--- config.mk ---
export PLATFORM = sky130hd
export DESIGN_NAME = adaptive_threshold_beat_detector_flat
export DESIGN_NICKNAME = d
export VERILOG_FILES = /design/src/rtl/atb_pkg.sv /design/src/rtl/atb_if.sv /design/src/rtl/adaptive_threshold_beat_detector.sv /design/src/rtl/atb_div.sv /design/src/rtl/atb_ctrl.sv /design/src/rtl/atb_dp.sv /design/src/flat_wrapper.sv
export SDC_FILE = /design/constraint.sdc
export NUM_CORES = 2
export LEC_CHECK = 0
export ABC_AREA = 1
export BUFFER_PORTS_ARGS = -buffer_cell sky130_fd_sc_hd__buf_2
export CAP_MARGIN = 10
export CORE_AREA = 2 2 283 285
export DETAILED_ROUTE_END_ITERATION = 8
export DIE_AREA = 0 0 285 287
export GPL_TIMING_DRIVEN = 0
export HOLD_SLACK_MARGIN = 0.05
export MAX_ROUTING_LAYER = met4
export PLACE_DENSITY_LB_ADDON = 0.3
export SLEW_MARGIN = 10
export SYNTH_ARGS = -nofsm -noshare
export SYNTH_HDL_FRONTEND = slang
export SYNTH_SLANG_ARGS = --single-unit
--- constraint.sdc ---
create_clock -name clk -period 17.4 [get_ports clk]
set_clock_uncertainty 0.05 [all_clocks]
set_input_delay 5.22 -clock clk [delete_from_list [all_inputs] [get_ports clk]]
set_output_delay 5.22 -clock clk [all_outputs]
set_load 0.01 [all_outputs]
--- src/rtl/atb_pkg.sv ---
`default_nettype none
package atb_pkg;

  localparam int SAMPLE_W   = 20;
  localparam int TIME_W     = 32;
  localparam int THR_W      = 19;
  localparam int MS_W       = 16;
  localparam int Q16_W      = 16;
  localparam int RATE_W     = 16;
  localparam int PERIOD_W   = 32;
  localparam int CFG_IDX_W  = 3;
  localparam int CFG_DATA_W = 19;

  localparam int FALLOFF_TARGET_Q16_DEF = 19661;
  localparam int SAMPLE_PERIOD_MS_DEF   = 10;

  localparam logic [CFG_IDX_W-1:0] CFG_MIN_THR  = 3'd0;
  localparam logic [CFG_IDX_W-1:0] CFG_MAX_THR  = 3'd1;
  localparam logic [CFG_IDX_W-1:0] CFG_STEP_RES = 3'd2;
  localparam logic [CFG_IDX_W-1:0] CFG_INIT_HO  = 3'd3;
  localparam logic [CFG_IDX_W-1:0] CFG_MASK_HO  = 3'd4;
  localparam logic [CFG_IDX_W-1:0] CFG_LOST_MS  = 3'd5;
  localparam logic [CFG_IDX_W-1:0] CFG_DECAY    = 3'd6;
  localparam logic [CFG_IDX_W-1:0] CFG_ALPHA    = 3'd7;

  localparam logic [THR_W-1:0] MIN_THR_RST  = 19'd5120;
  localparam logic [THR_W-1:0] MAX_THR_RST  = 19'd204800;
  localparam logic [THR_W-1:0] STEP_RES_RST = 19'd7680;
  localparam logic [MS_W-1:0]  INIT_HO_RST  = 16'd2000;
  localparam logic [MS_W-1:0]  MASK_HO_RST  = 16'd200;
  localparam logic [MS_W-1:0]  LOST_MS_RST  = 16'd2000;
  localparam logic [Q16_W-1:0] DECAY_RST    = 16'd64881;
  localparam logic [Q16_W-1:0] ALPHA_RST    = 16'd39322;

  // 60000 bpm*ms in Q16.16 over a Q24.8 period gives the rate in Q8.8 bpm.
  localparam logic [PERIOD_W-1:0] RATE_NUM = 32'd3932160000;

  typedef enum logic [2:0] {
    PH_INIT, PH_WAIT, PH_SLOPE, PH_MAYBE, PH_MASK
  } phase_t;

  typedef enum logic [3:0] {
    SQ_IDLE, SQ_EVAL, SQ_PMUL1, SQ_PMUL2, SQ_PSUM, SQ_LOWER, SQ_LMUL, SQ_LDIV,
    SQ_LWAIT, SQ_LAPPLY, SQ_GMUL, SQ_GAPPLY, SQ_RATE, SQ_RWAIT, SQ_RAPPLY, SQ_FINISH
  } seq_t;

  typedef enum logic [1:0] {MS_SINCE, MS_PERIOD, MS_PEAK, MS_LEVEL} mul_sel_t;
  typedef enum logic {DS_DECAY, DS_RATE} div_sel_t;

  typedef struct packed {
    logic     capture;
    logic     eval;
    logic     mul_en;
    mul_sel_t mul_sel;
    logic     period_upd;
    logic     div_start;
    div_sel_t div_sel;
    logic     lin_apply;
    logic     geo_apply;
    logic     rate_apply;
    logic     rate_zero;
    logic     load_out;
  } cmd_t;

  typedef struct packed {
    logic need_lower;
    logic need_period;
    logic lin;
    logic period_nz;
    logic div_done;
    logic out_free;
  } sts_t;

endpackage
`default_nettype wire

--- src/rtl/atb_if.sv ---
`default_nettype none
interface atb_in_if;
  logic                                valid;
  logic                                ready;
  logic signed [atb_pkg::SAMPLE_W-1:0] sample;
  logic        [atb_pkg::TIME_W-1:0]   now_ms;
  modport source (output valid, output sample, output now_ms, input ready);
  modport sink (input valid, input sample, input now_ms, output ready);
endinterface

interface atb_out_if;
  logic                         valid;
  logic                         ready;
  logic                         beat_found;
  logic [atb_pkg::RATE_W-1:0]   rate_bpm;
  logic [atb_pkg::THR_W-1:0]    current_threshold;
  modport source (output valid, output beat_found, output rate_bpm,
                  output current_threshold, input ready);
  modport sink (input valid, input beat_found, input rate_bpm,
                input current_threshold, output ready);
endinterface
`default_nettype wire

--- src/rtl/adaptive_threshold_beat_detector.sv ---
// Adaptive-threshold heartbeat detector.
// Input channel in_ch carries one filtered pulse sample (signed Q12.8) and a
// millisecond timestamp per item. Output channel out_ch returns exactly one
// result per input: beat flag, rate in Q8.8 bpm and the threshold in Q11.8.
// Eight configuration registers are written through cfg_we/cfg_index/cfg_data;
// the user is to write them only while the block is idle, which the block
// itself does not enforce. An index is taken as is and there is no read-back.
// One item is processed at a time. While no period is known the rate needs no
// division, and a geometric decay adds a multiply. Once a period is known the
// rate needs the bit-serial divider on every item; a linear decay adds a
// second division. The result sits in an output register; the next input is
// accepted as soon as the result has been loaded, even if the receiver has
// not yet taken it. If the receiver stalls with a result still held, the
// block finishes the next item and then waits until that register frees.
// Synchronous reset restores the configuration registers to their defaults, the
// detector to its init phase, the threshold to the default minimum; it clears out_valid.
`default_nettype none
module adaptive_threshold_beat_detector #(
  parameter int FALLOFF_TARGET_Q16 = atb_pkg::FALLOFF_TARGET_Q16_DEF,
  parameter int SAMPLE_PERIOD_MS   = atb_pkg::SAMPLE_PERIOD_MS_DEF
) (
  input  logic                            clk,
  input  logic                            rst,
  atb_in_if.sink                          in_ch,
  atb_out_if.source                       out_ch,
  input  logic                            cfg_we,
  input  logic [atb_pkg::CFG_IDX_W-1:0]   cfg_index,
  input  logic [atb_pkg::CFG_DATA_W-1:0]  cfg_data
);
  import atb_pkg::*;

  cmd_t cmd;
  sts_t sts;
  logic in_ready;

  assign in_ch.ready = in_ready;

  atb_ctrl u_ctrl (
    .clk      (clk),
    .rst      (rst),
    .in_valid (in_ch.valid),
    .in_ready (in_ready),
    .sts      (sts),
    .cmd      (cmd)
  );

  atb_dp #(
    .FALLOFF_TARGET_Q16 (FALLOFF_TARGET_Q16),
    .SAMPLE_PERIOD_MS   (SAMPLE_PERIOD_MS)
  ) u_dp (
    .clk               (clk),
    .rst               (rst),
    .cmd               (cmd),
    .sts               (sts),
    .cfg_we            (cfg_we && !rst),
    .cfg_index         (cfg_index),
    .cfg_data          (cfg_data),
    .sample            (in_ch.sample),
    .now_ms            (in_ch.now_ms),
    .out_valid         (out_ch.valid),
    .out_ready         (out_ch.ready),
    .beat_found        (out_ch.beat_found),
    .rate_bpm          (out_ch.rate_bpm),
    .current_threshold (out_ch.current_threshold)
  );

  // Only one item is in flight: accepting a sample closes the input.
  a_one_in_flight: assert property (@(posedge clk) disable iff (rst)
    (in_ch.valid && in_ch.ready) |=> !in_ch.ready)
    else $error("input accepted while an item is in flight");

  // A new result appears only at the end of an item's processing.
  a_result_after_work: assert property (@(posedge clk) disable iff (rst)
    $rose(out_ch.valid) |-> $past(!in_ch.ready))
    else $error("result appeared without an item in flight");

  a_reset_clears_out: assert property (@(posedge clk)
    rst |=> !out_ch.valid)
    else $error("output valid after reset");
endmodule
`default_nettype wire

--- src/rtl/atb_div.sv ---
`default_nettype none
module atb_div (
  input  logic                          clk,
  input  logic                          rst,
  input  logic                          start,
  input  logic [atb_pkg::PERIOD_W-1:0]  dividend,
  input  logic [atb_pkg::PERIOD_W-1:0]  divisor,
  output logic [atb_pkg::PERIOD_W-1:0]  quotient,
  output logic                          done
);
  import atb_pkg::*;

  localparam int CNT_W = $clog2(PERIOD_W + 1);

  logic               active;
  logic [CNT_W-1:0]   cnt;
  logic [PERIOD_W-1:0] rem;
  logic [PERIOD_W-1:0] quo;
  logic [PERIOD_W-1:0] dvs;
  logic [PERIOD_W:0]   rem_sh;
  logic                fits;

  assign rem_sh   = {rem, quo[PERIOD_W-1]};
  assign fits     = rem_sh >= {1'b0, dvs};
  assign quotient = quo;

  always_ff @(posedge clk) begin
    if (rst) begin
      active <= 1'b0;
      done   <= 1'b0;
      cnt    <= '0;
    end else begin
      done <= 1'b0;
      if (start) begin
        active <= 1'b1;
        cnt    <= CNT_W'(PERIOD_W);
      end else if (active) begin
        cnt <= cnt - 1'b1;
        if (cnt == CNT_W'(1)) begin
          active <= 1'b0;
          done   <= 1'b1;
        end
      end
    end
  end

  // One quotient bit per cycle, restoring form.
  always_ff @(posedge clk) begin
    if (start) begin
      quo <= dividend;
      rem <= '0;
      dvs <= divisor;
    end else if (active) begin
      if (fits) begin
        rem <= PERIOD_W'(rem_sh - {1'b0, dvs});
      end else begin
        rem <= rem_sh[PERIOD_W-1:0];
      end
      quo <= {quo[PERIOD_W-2:0], fits};
    end
  end
endmodule
`default_nettype wire

--- src/rtl/atb_ctrl.sv ---
`default_nettype none
module atb_ctrl (
  input  logic          clk,
  input  logic          rst,
  input  logic          in_valid,
  output logic          in_ready,
  input  atb_pkg::sts_t sts,
  output atb_pkg::cmd_t cmd
);
  import atb_pkg::*;

  seq_t state;
  seq_t state_next;

  assign in_ready = (state == SQ_IDLE) && !rst;

  always_ff @(posedge clk) begin
    if (rst) begin
      state <= SQ_IDLE;
    end else begin
      state <= state_next;
    end
  end

  always_comb begin
    state_next = state;
    case (state)
      SQ_IDLE: begin
        if (in_valid && in_ready) state_next = SQ_EVAL;
      end
      SQ_EVAL: begin
        if (sts.need_period) state_next = SQ_PMUL1;
        else if (sts.need_lower) state_next = SQ_LOWER;
        else state_next = SQ_RATE;
      end
      SQ_PMUL1:  state_next = SQ_PMUL2;
      SQ_PMUL2:  state_next = SQ_PSUM;
      SQ_PSUM:   state_next = SQ_RATE;
      SQ_LOWER:  state_next = sts.lin ? SQ_LMUL : SQ_GMUL;
      SQ_LMUL:   state_next = SQ_LDIV;
      SQ_LDIV:   state_next = SQ_LWAIT;
      SQ_LWAIT: begin
        if (sts.div_done) state_next = SQ_LAPPLY;
      end
      SQ_LAPPLY: state_next = SQ_RATE;
      SQ_GMUL:   state_next = SQ_GAPPLY;
      SQ_GAPPLY: state_next = SQ_RATE;
      SQ_RATE:   state_next = sts.period_nz ? SQ_RWAIT : SQ_FINISH;
      SQ_RWAIT: begin
        if (sts.div_done) state_next = SQ_RAPPLY;
      end
      SQ_RAPPLY: state_next = SQ_FINISH;
      SQ_FINISH: begin
        if (sts.out_free) state_next = SQ_IDLE;
      end
      default:   state_next = SQ_IDLE;
    endcase
  end

  always_comb begin
    cmd = '0;
    case (state)
      SQ_IDLE:   cmd.capture = in_valid && in_ready;
      SQ_EVAL:   cmd.eval = 1'b1;
      SQ_PMUL1: begin
        cmd.mul_en  = 1'b1;
        cmd.mul_sel = MS_SINCE;
      end
      SQ_PMUL2: begin
        cmd.mul_en  = 1'b1;
        cmd.mul_sel = MS_PERIOD;
      end
      SQ_PSUM:   cmd.period_upd = 1'b1;
      SQ_LMUL: begin
        cmd.mul_en  = 1'b1;
        cmd.mul_sel = MS_PEAK;
      end
      SQ_LDIV: begin
        cmd.div_start = 1'b1;
        cmd.div_sel   = DS_DECAY;
      end
      SQ_LAPPLY: cmd.lin_apply = 1'b1;
      SQ_GMUL: begin
        cmd.mul_en  = 1'b1;
        cmd.mul_sel = MS_LEVEL;
      end
      SQ_GAPPLY: cmd.geo_apply = 1'b1;
      SQ_RATE: begin
        cmd.div_start = sts.period_nz;
        cmd.div_sel   = DS_RATE;
        cmd.rate_zero = !sts.period_nz;
      end
      SQ_RAPPLY: cmd.rate_apply = 1'b1;
      SQ_FINISH: cmd.load_out = sts.out_free;
      default:   cmd = '0;
    endcase
  end
endmodule
`default_nettype wire

--- src/rtl/atb_dp.sv ---
`default_nettype none
module atb_dp #(
  parameter int FALLOFF_TARGET_Q16 = atb_pkg::FALLOFF_TARGET_Q16_DEF,
  parameter int SAMPLE_PERIOD_MS   = atb_pkg::SAMPLE_PERIOD_MS_DEF
) (
  input  logic                                 clk,
  input  logic                                 rst,
  input  atb_pkg::cmd_t                        cmd,
  output atb_pkg::sts_t                        sts,
  input  logic                                 cfg_we,
  input  logic [atb_pkg::CFG_IDX_W-1:0]        cfg_index,
  input  logic [atb_pkg::CFG_DATA_W-1:0]       cfg_data,
  input  logic signed [atb_pkg::SAMPLE_W-1:0]  sample,
  input  logic [atb_pkg::TIME_W-1:0]           now_ms,
  output logic                                 out_valid,
  input  logic                                 out_ready,
  output logic                                 beat_found,
  output logic [atb_pkg::RATE_W-1:0]           rate_bpm,
  output logic [atb_pkg::THR_W-1:0]            current_threshold
);
  import atb_pkg::*;

  localparam int FALL_K = (65536 - FALLOFF_TARGET_Q16) * SAMPLE_PERIOD_MS;
  localparam int KW     = $clog2(FALL_K + 1);
  localparam int BW     = (KW > 17) ? KW : 17;
  localparam int PW     = PERIOD_W + BW;
  localparam int SW     = 57;

  // Configuration registers.
  logic [THR_W-1:0] min_thr, max_thr, step_res;
  logic [MS_W-1:0]  init_ho, mask_ho, lost_ms;
  logic [Q16_W-1:0] decay, alpha;

  // Detector state.
  phase_t                     phase, phase_next;
  logic [THR_W-1:0]           level, level_next;
  logic [PERIOD_W-1:0]        period, period_next;
  logic signed [SAMPLE_W-1:0] peak, peak_next;
  logic [TIME_W-1:0]          last_beat, last_beat_next;

  logic signed [SAMPLE_W-1:0] sample_r;
  logic [TIME_W-1:0]          now_r;
  logic [TIME_W-1:0]          since, since_r;
  logic                       beat_next, beat_r;
  logic                       need_lower, need_period;
  logic [PW-1:0]              prod;
  logic [47:0]                p1;
  logic [RATE_W-1:0]          rate_r;

  logic [THR_W-1:0]           trunc, clamp;
  logic                       s_gt, s_lt, drop;
  logic [PERIOD_W-1:0]        mul_a;
  logic [BW-1:0]              mul_b;
  logic [SW-1:0]              psum;
  logic [PERIOD_W-1:0]        psat;
  logic [PERIOD_W-1:0]        div_dividend, div_q;
  logic                       div_done;
  logic [THR_W-1:0]           lin_diff, lin_level, geo_raw, geo_level;
  logic [RATE_W-1:0]          rate_sat;

  atb_div u_div (
    .clk      (clk),
    .rst      (rst),
    .start    (cmd.div_start),
    .dividend (div_dividend),
    .divisor  (period),
    .quotient (div_q),
    .done     (div_done)
  );

  assign since = now_r - last_beat;

  // Whole-unit truncation; only used where the sample is at or above a non-negative level.
  assign trunc = {sample_r[THR_W-1:8], 8'b0};
  assign clamp = (trunc > max_thr) ? max_thr : trunc;
  assign s_gt  = sample_r > $signed({1'b0, level});
  assign s_lt  = sample_r < $signed({1'b0, level});
  assign drop  = ($signed({sample_r[SAMPLE_W-1], sample_r}) + $signed({2'b0, step_res}))
                 < $signed({2'b0, level});

  always_comb begin
    phase_next     = phase;
    level_next     = level;
    period_next    = period;
    peak_next      = peak;
    last_beat_next = last_beat;
    beat_next      = 1'b0;
    need_lower     = 1'b0;
    need_period    = 1'b0;
    case (phase)
      PH_INIT: begin
        if (now_r > TIME_W'(init_ho)) phase_next = PH_WAIT;
      end
      PH_WAIT: begin
        if (s_gt) begin
          level_next = clamp;
          phase_next = PH_SLOPE;
        end
        if (since > TIME_W'(lost_ms)) begin
          period_next = '0;
          peak_next   = '0;
        end
        need_lower = 1'b1;
      end
      PH_SLOPE: begin
        if (s_lt) phase_next = PH_MAYBE;
        else level_next = clamp;
      end
      PH_MAYBE: begin
        if (drop) begin
          beat_next      = 1'b1;
          peak_next      = sample_r;
          phase_next     = PH_MASK;
          need_period    = (since != '0);
          last_beat_next = now_r;
        end else begin
          phase_next = PH_SLOPE;
        end
      end
      default: begin
        if (since > TIME_W'(mask_ho)) phase_next = PH_WAIT;
        need_lower = 1'b1;
      end
    endcase
  end

  always_comb begin
    case (cmd.mul_sel)
      MS_SINCE: begin
        mul_a = since_r;
        mul_b = BW'(alpha);
      end
      MS_PERIOD: begin
        mul_a = period;
        mul_b = BW'(17'h10000 - {1'b0, alpha});
      end
      MS_PEAK: begin
        mul_a = PERIOD_W'(peak[THR_W-1:0]);
        mul_b = BW'(FALL_K);
      end
      default: begin
        mul_a = PERIOD_W'(level);
        mul_b = BW'(decay);
      end
    endcase
  end

  // p1 holds alpha*since in Q.16, prod holds (1-alpha)*period in Q.24.
  assign psum = {1'b0, p1, 8'b0} + SW'(prod) + SW'(32768);
  assign psat = (|psum[SW-1:48]) ? '1 : psum[47:16];

  assign div_dividend = (cmd.div_sel == DS_RATE) ? RATE_NUM : PERIOD_W'(prod >> 16);

  assign lin_diff  = level - div_q[THR_W-1:0];
  assign lin_level = ((div_q > PERIOD_W'(level)) || (lin_diff < min_thr)) ? min_thr : lin_diff;
  assign geo_raw   = prod[THR_W+15:16];
  assign geo_level = (geo_raw < min_thr) ? min_thr : geo_raw;
  assign rate_sat  = (|div_q[PERIOD_W-1:RATE_W]) ? '1 : div_q[RATE_W-1:0];

  assign sts.need_lower  = need_lower;
  assign sts.need_period = need_period;
  assign sts.lin         = (peak > 0) && (period != '0);
  assign sts.period_nz   = (period != '0);
  assign sts.div_done    = div_done;
  assign sts.out_free    = !out_valid || out_ready;

  always_ff @(posedge clk) begin
    if (rst) begin
      min_thr   <= MIN_THR_RST;
      max_thr   <= MAX_THR_RST;
      step_res  <= STEP_RES_RST;
      init_ho   <= INIT_HO_RST;
      mask_ho   <= MASK_HO_RST;
      lost_ms   <= LOST_MS_RST;
      decay     <= DECAY_RST;
      alpha     <= ALPHA_RST;
      phase     <= PH_INIT;
      level     <= MIN_THR_RST;
      period    <= '0;
      peak      <= '0;
      last_beat <= '0;
      out_valid <= 1'b0;
    end else begin
      if (cfg_we) begin
        case (cfg_index)
          CFG_MIN_THR:  min_thr  <= cfg_data;
          CFG_MAX_THR:  max_thr  <= cfg_data;
          CFG_STEP_RES: step_res <= cfg_data;
          CFG_INIT_HO:  init_ho  <= cfg_data[MS_W-1:0];
          CFG_MASK_HO:  mask_ho  <= cfg_data[MS_W-1:0];
          CFG_LOST_MS:  lost_ms  <= cfg_data[MS_W-1:0];
          CFG_DECAY:    decay    <= cfg_data[Q16_W-1:0];
          CFG_ALPHA:    alpha    <= cfg_data[Q16_W-1:0];
          default: ;
        endcase
      end
      if (cmd.eval) begin
        phase     <= phase_next;
        level     <= level_next;
        period    <= period_next;
        peak      <= peak_next;
        last_beat <= last_beat_next;
      end
      if (cmd.period_upd) period <= psat;
      if (cmd.lin_apply) level <= lin_level;
      if (cmd.geo_apply) level <= geo_level;
      if (cmd.load_out) out_valid <= 1'b1;
      else if (out_ready) out_valid <= 1'b0;
    end
  end

  always_ff @(posedge clk) begin
    if (cmd.capture) begin
      sample_r <= sample;
      now_r    <= now_ms;
    end
    if (cmd.eval) begin
      since_r <= since;
      beat_r  <= beat_next;
    end
    if (cmd.mul_en) begin
      prod <= PW'(mul_a) * PW'(mul_b);
      if (cmd.mul_sel == MS_PERIOD) p1 <= prod[47:0];
    end
    if (cmd.rate_apply) rate_r <= rate_sat;
    if (cmd.rate_zero) rate_r <= '0;
    if (cmd.load_out) begin
      beat_found        <= beat_r;
      rate_bpm          <= rate_r;
      current_threshold <= level;
    end
  end
endmodule
`default_nettype wire
--- src/flat_wrapper.sv ---
// flat-port wrapper written by rule: the top's interface ports become plain ports
module adaptive_threshold_beat_detector_flat import atb_pkg::*;
#(
  parameter int FALLOFF_TARGET_Q16 = atb_pkg::FALLOFF_TARGET_Q16_DEF,
  parameter int SAMPLE_PERIOD_MS   = atb_pkg::SAMPLE_PERIOD_MS_DEF
)
  (clk, rst, cfg_we, cfg_index, cfg_data, in_ch_valid, in_ch_sample, in_ch_now_ms, in_ch_ready, out_ch_valid, out_ch_beat_found, out_ch_rate_bpm, out_ch_current_threshold, out_ch_ready);
  atb_in_if in_ch_i ();
  atb_out_if out_ch_i ();
  input  logic clk;
  input  logic rst;
  input  logic cfg_we;
  input  logic [atb_pkg::CFG_IDX_W-1:0] cfg_index;
  input  logic [atb_pkg::CFG_DATA_W-1:0] cfg_data;
  input wire logic [$bits(in_ch_i.valid)-1:0] in_ch_valid;
  input wire logic [$bits(in_ch_i.sample)-1:0] in_ch_sample;
  input wire logic [$bits(in_ch_i.now_ms)-1:0] in_ch_now_ms;
  output wire logic [$bits(in_ch_i.ready)-1:0] in_ch_ready;
  output wire logic [$bits(out_ch_i.valid)-1:0] out_ch_valid;
  output wire logic [$bits(out_ch_i.beat_found)-1:0] out_ch_beat_found;
  output wire logic [$bits(out_ch_i.rate_bpm)-1:0] out_ch_rate_bpm;
  output wire logic [$bits(out_ch_i.current_threshold)-1:0] out_ch_current_threshold;
  input wire logic [$bits(out_ch_i.ready)-1:0] out_ch_ready;
  assign in_ch_i.valid = in_ch_valid;
  assign in_ch_i.sample = in_ch_sample;
  assign in_ch_i.now_ms = in_ch_now_ms;
  assign in_ch_ready = in_ch_i.ready;
  assign out_ch_valid = out_ch_i.valid;
  assign out_ch_beat_found = out_ch_i.beat_found;
  assign out_ch_rate_bpm = out_ch_i.rate_bpm;
  assign out_ch_current_threshold = out_ch_i.current_threshold;
  assign out_ch_i.ready = out_ch_ready;
  adaptive_threshold_beat_detector #(.FALLOFF_TARGET_Q16(FALLOFF_TARGET_Q16), .SAMPLE_PERIOD_MS(SAMPLE_PERIOD_MS)) u_core (.clk(clk), .rst(rst), .in_ch(in_ch_i), .out_ch(out_ch_i), .cfg_we(cfg_we), .cfg_index(cfg_index), .cfg_data(cfg_data));
endmodule
After elaboration in Yosys (flattened, before gate mapping)
Cells that the tools add are included.
{"block": "classes", "n_addsub": 8, "mul": 1, "order_cmp": 12, "eq_ne": 39, "mux": 60, "bitwise": 1, "n_reduce_logical": 45}
{"cell": "$mux 32", "count": 9}
{"cell": "$mux 19", "count": 8}
{"cell": "$gt 32x16->1", "count": 3}
{"cell": "$pmux 32 s3", "count": 1}
{"cell": "$reduce_bool 32->1", "count": 2}
{"cell": "$sub 32x32->32", "count": 2}
{"cell": "$add 56x51->57", "count": 1}
{"cell": "$add 57x16->57 const B", "count": 1}
{"cell": "$pmux 19 s3", "count": 1}
{"cell": "$pmux 4 s14", "count": 1}
{"cell": "$mul 32x19->51", "count": 1}
{"cell": "$mux 20", "count": 2}
{"cell": "$pmux 20 s2", "count": 1}
{"cell": "$lt 19x19->1", "count": 2}
{"cell": "$pmux 19 s2", "count": 1}
{"cell": "$ge 33x32->1", "count": 1}
{"cell": "$eq 4x4->1 const B", "count": 8}
{"cell": "$gt 32x19->1", "count": 1}
{"cell": "$mux 4", "count": 7}
{"cell": "$pmux 3 s4", "count": 2}
{"cell": "$add 20x20->21", "count": 1}
{"cell": "$lt 21x20->1", "count": 1}
{"cell": "$gt 20x1->1 const B", "count": 1}
{"cell": "$gt 20x20->1", "count": 1}
{"cell": "other kinds (42)", "count": 107}
{"block": "totals", "ff_bits": 588, "out_inout_bits": 38, "word_cells": 198}

Logic depth before layout (Yosys ltp)
{"block": "logic_depth", "depth_word": 7, "mapped_depth": 40, "depth_no_buf": 40}

Hierarchy
A second synthesis with hierarchy kept.
{"block": "unflattened", "hier_cells": 7519, "area_unflattened_um2": 56857.0}
{"mod": "atb_dp", "instances": 1, "cells_each": 6458, "area_each_um2": 49662.6, "seq_area_each_um2": 11811.3}
{"mod": "atb_div", "instances": 1, "cells_each": 967, "area_each_um2": 6722.7, "seq_area_each_um2": 2722.6}
{"mod": "atb_ctrl", "instances": 1, "cells_each": 92, "area_each_um2": 461.7, "seq_area_each_um2": 80.1}
{"mod": "adaptive_threshold_beat_detector", "instances": 1, "cells_each": 2, "area_each_um2": 10.0, "seq_area_each_um2": 0.0}

Worst setup path after synthesis
OpenSTA, ideal clock, no wires.
{"block": "synth_timing", "path_type": "in2out", "start": "input rst", "end": "output in_ch_ready", "arrival_time_ps": 5872, "required_time_ps": 12130, "slack_ps": 6258, "stages": 3, "path_buffers": 2, "path_cell_list": "clkbuf_1 > clkbuf_1 > nor2_1"}
{"block": "synth_via", "elab_chain_len": 2}
{"item": "start, declared", "line_no": "flat_wrapper.sv:11", "rtl": "input logic rst;"}
{"item": "$logic_not 1->1", "line_no": "atb_ctrl.sv:15", "rtl": "assign in_ready = (state == SQ_IDLE) && !rst;"}
{"item": "$logic_and 1x1->1", "line_no": "atb_ctrl.sv:15"}
{"item": "end, declared", "line_no": "flat_wrapper.sv:18", "rtl": "output wire logic [$bits(in_ch_i.ready)-1:0] in_ch_ready;"}
Every way passes these cells.

Worst setup path in the final report
Ends and elaborated chain as after synthesis.

==> reports/metrics.yaml <==
worst_hold_path:
  hp-class: "flip-flop to flip-flop"
route:
  wirelength_um: 187700
  drt_first_pass_iters: 8
  drtIter0Drc: 6349
  routedWlPerCell_um: 22.77
  routed_via_density: 6.108
  remaining_drc_errors: 0
  ant_nets: 0
  via_count: 50350
critical_path:
  worst_ep_required_time_ns: 12.13
  critical_path_class: "input pin to primary output"
  cp.arrival_ns: 7.04
  startpoint_type: "input pin"
  crit_fanout: 10
  worst_setup_path_end_kind: "primary output"
floorplan:
  start_util_pct: 69.45
  chipHeight_um: 287
  die_x_um: 285
  dieArea_um2: 81800
  core_um2: 78610
  io_pins: 117
  num_rows: 103
final_layout:
  drive_gt1_share_pct: 4.356
  final_common_cell: "inv_1"
  fillCellCount: 6024
  fin_util_pct: 74.94
  layout_common_cells: "inv_1 (1,370), nand2_1 (1,364), nor2_1 (676)"
  synthToLayoutAreaGrowth_pct: 7.904
  nNetsFinal: 8200
  fin_area_um2: 58910
yosys:
  synth_cell_type_count: 54
  synth-main-ff-cell: "dfxtp_1"
  syn_inst: 6924
  syn-mean-instance-area_um2: 7.885
  synth_enable_flop_cells: 284
  async_flop_share_pct: 0
  syn_area_um2: 54600
  ys_ff_latch: 588
  ys.warnings.count: 0
  synth_area_leaders: "fa_1 (19%), edfxtp_1 (16%), dfxtp_1 (11%), ha_1 (11%), inv_1 (9.4%)"
  synthDominantCellAreaShare_pct: 18.77
  ys_seq_area_share_pct: 26.77
  synth_area_leader_cell: "fa_1"
clock_network:
  insertion_delay_ns: 0.68
  root_buffer: "clkbuf_16"
  cts_inserted_buffers: 61
  htreeDepth: 2
  hold_buffers: 0
  cts_max_path_buffers: 3
  cts-resized-gates: 0
  cts.sinks: 588
  cts_setup_buffers: 0
  clk_pin_slew_ns: 0.06
  cts_tree: "built"
sta:
  setup_violations: 0
  hold_viol_final: 0
  post-route-period-util_pct: 70.77
  setup_tns_ns: 0
  slew_violations: 0
  rsz0062_at_grt: "false"
  fmax_mhz: 81.21
  fin_crit_ns: 12.31
  tightest_slew_ns: 1.379
  worst_slack_ns: 5.086
  slew_headroom_pct: 7.467
global_route:
  grt_pass1_vias: 49160
  grt_start_max_net_pins: 39
  grt_usage_pct: 47.49
  grt_pass1_wl_um: 284500
  antenna_found_initial: 3
  grt_overflow_total: 0
placement:
  place_hpwl_um: 151200
  globalplace.congestion: 1.155
  dp_slack_ns: 5.175
  placement.cell_area_um2: 56750
  io_buffers: 113
job:
  drv_cap: 0
status:
  status: "completed"
[per-stage QoR]
| stage | std cells | hold WS [ns] |
|---|---|---|
| 2_1_floorplan | 6949 | 0.3503 |
| 3_3_place_gp | 8112 | 0.3510 |
| 3_5_place_dp | 8120 | 0.3545 |
| 4_1_cts | 8235 | 0.3652 |
| 5_1_grt | 8237 | 0.3800 |
| 6_report | 8243 | 0.3674 |
[cell families (layout without fill, tap and decap cells)]
logic type / after synthesis / count (layout) / share of synthesized area (%)
buf+inv: 1584 / 1820 / 10.98
simple gates: 2485 / 2485 / 18.53
other cells: 2 / 35 / 0.01376
compound gates: 1114 / 1114 / 11.41
fa+ha+maj: 988 / 988 / 29.68
flops: 588 / 588 / 26.77
xor+xnor: 163 / 163 / 2.615
[layer usage]
layer	vias to the layer above	global-route usage [%]	part of all wire, %
met3	925	13.03	14
met4	0	29.66	8.1
met1	23570	58.24	36
li1	22410	-	-
met2	3444	69.84	42
met5	-	-	0
[sequential cells by signal, indices dropped and copies added (netlist names), 20 cells and up]
register / count
u_core.u_dp.p1: 48
u_core.u_dp.u_div.dvs: 32
u_core.u_dp.now_r: 32
u_core.u_dp.last_beat: 32
u_core.u_dp.period: 32
u_core.u_dp.u_div.rem: 32
u_core.u_dp.prod: 51
u_core.u_dp.since_r: 32
u_core.u_dp.u_div.quotient: 32
u_core.u_dp.peak: 20
u_core.u_dp.sample_r: 20
[Yosys cell counts (all sizes together) (5+ instances only)]
cell type     n
o21a         20
o21ai       369
clkbuf      148
buf          32
ha          476
o22ai        19
a31oi        32
nor2        689
o21bai       18
o31ai        10
fa          512
a21boi        5
dfxtp       304
o221ai       21
xor2         94
or2           7
a221oi        6
a211oi       12
nor3         66
a21oi       496
a21o         18
nand3       220
xnor2        69
nand4        76
clkinv       19
nand2      1374
o211ai       69
nor4         28
inv        1385
edfxtp      284
nand3b       12
and2         10
[worst paths after layout]
check                                      start                             end  slack, ns  cells after the start
max                                          rst                     in_ch_ready       5.09                      4
min                u_core.u_dp.prod[6]$_DFFE_PP_     u_core.u_dp.p1[6]$_DFFE_PP_       0.37                      0
max reg2reg  u_core.u_ctrl.state[2]$_SDFFE_PP0P_  u_core.u_dp.prod[48]$_DFFE_PP_       7.47                     34
min reg2reg        u_core.u_dp.prod[6]$_DFFE_PP_     u_core.u_dp.p1[6]$_DFFE_PP_       0.37                      0
[critical path, stage by stage]
cell	delay, ns
clkbuf_1	0.72
clkbuf_1	0.59
nor2_1	0.28
buf_2	0.22
[layout make-up]
type	instances	area [µm²]	area share, %
Clock inverter	41	459.2	0.7794
Antenna cell	8	20.02	0.03398
Clock buffer	74	1679	2.850
Tap cell	1050	1314	2.230
Multi-Input combinational cell	4777	34110	57.90
Buffer	180	728.2	1.236
Inverter	1404	5270	8.946
Timing Repair Buffer	121	715.7	1.215
Sequential cell	588	14610	24.81
Power is not shown: default switching activity piles up to over one toggle a cycle in this logic, so the estimate is an artifact.
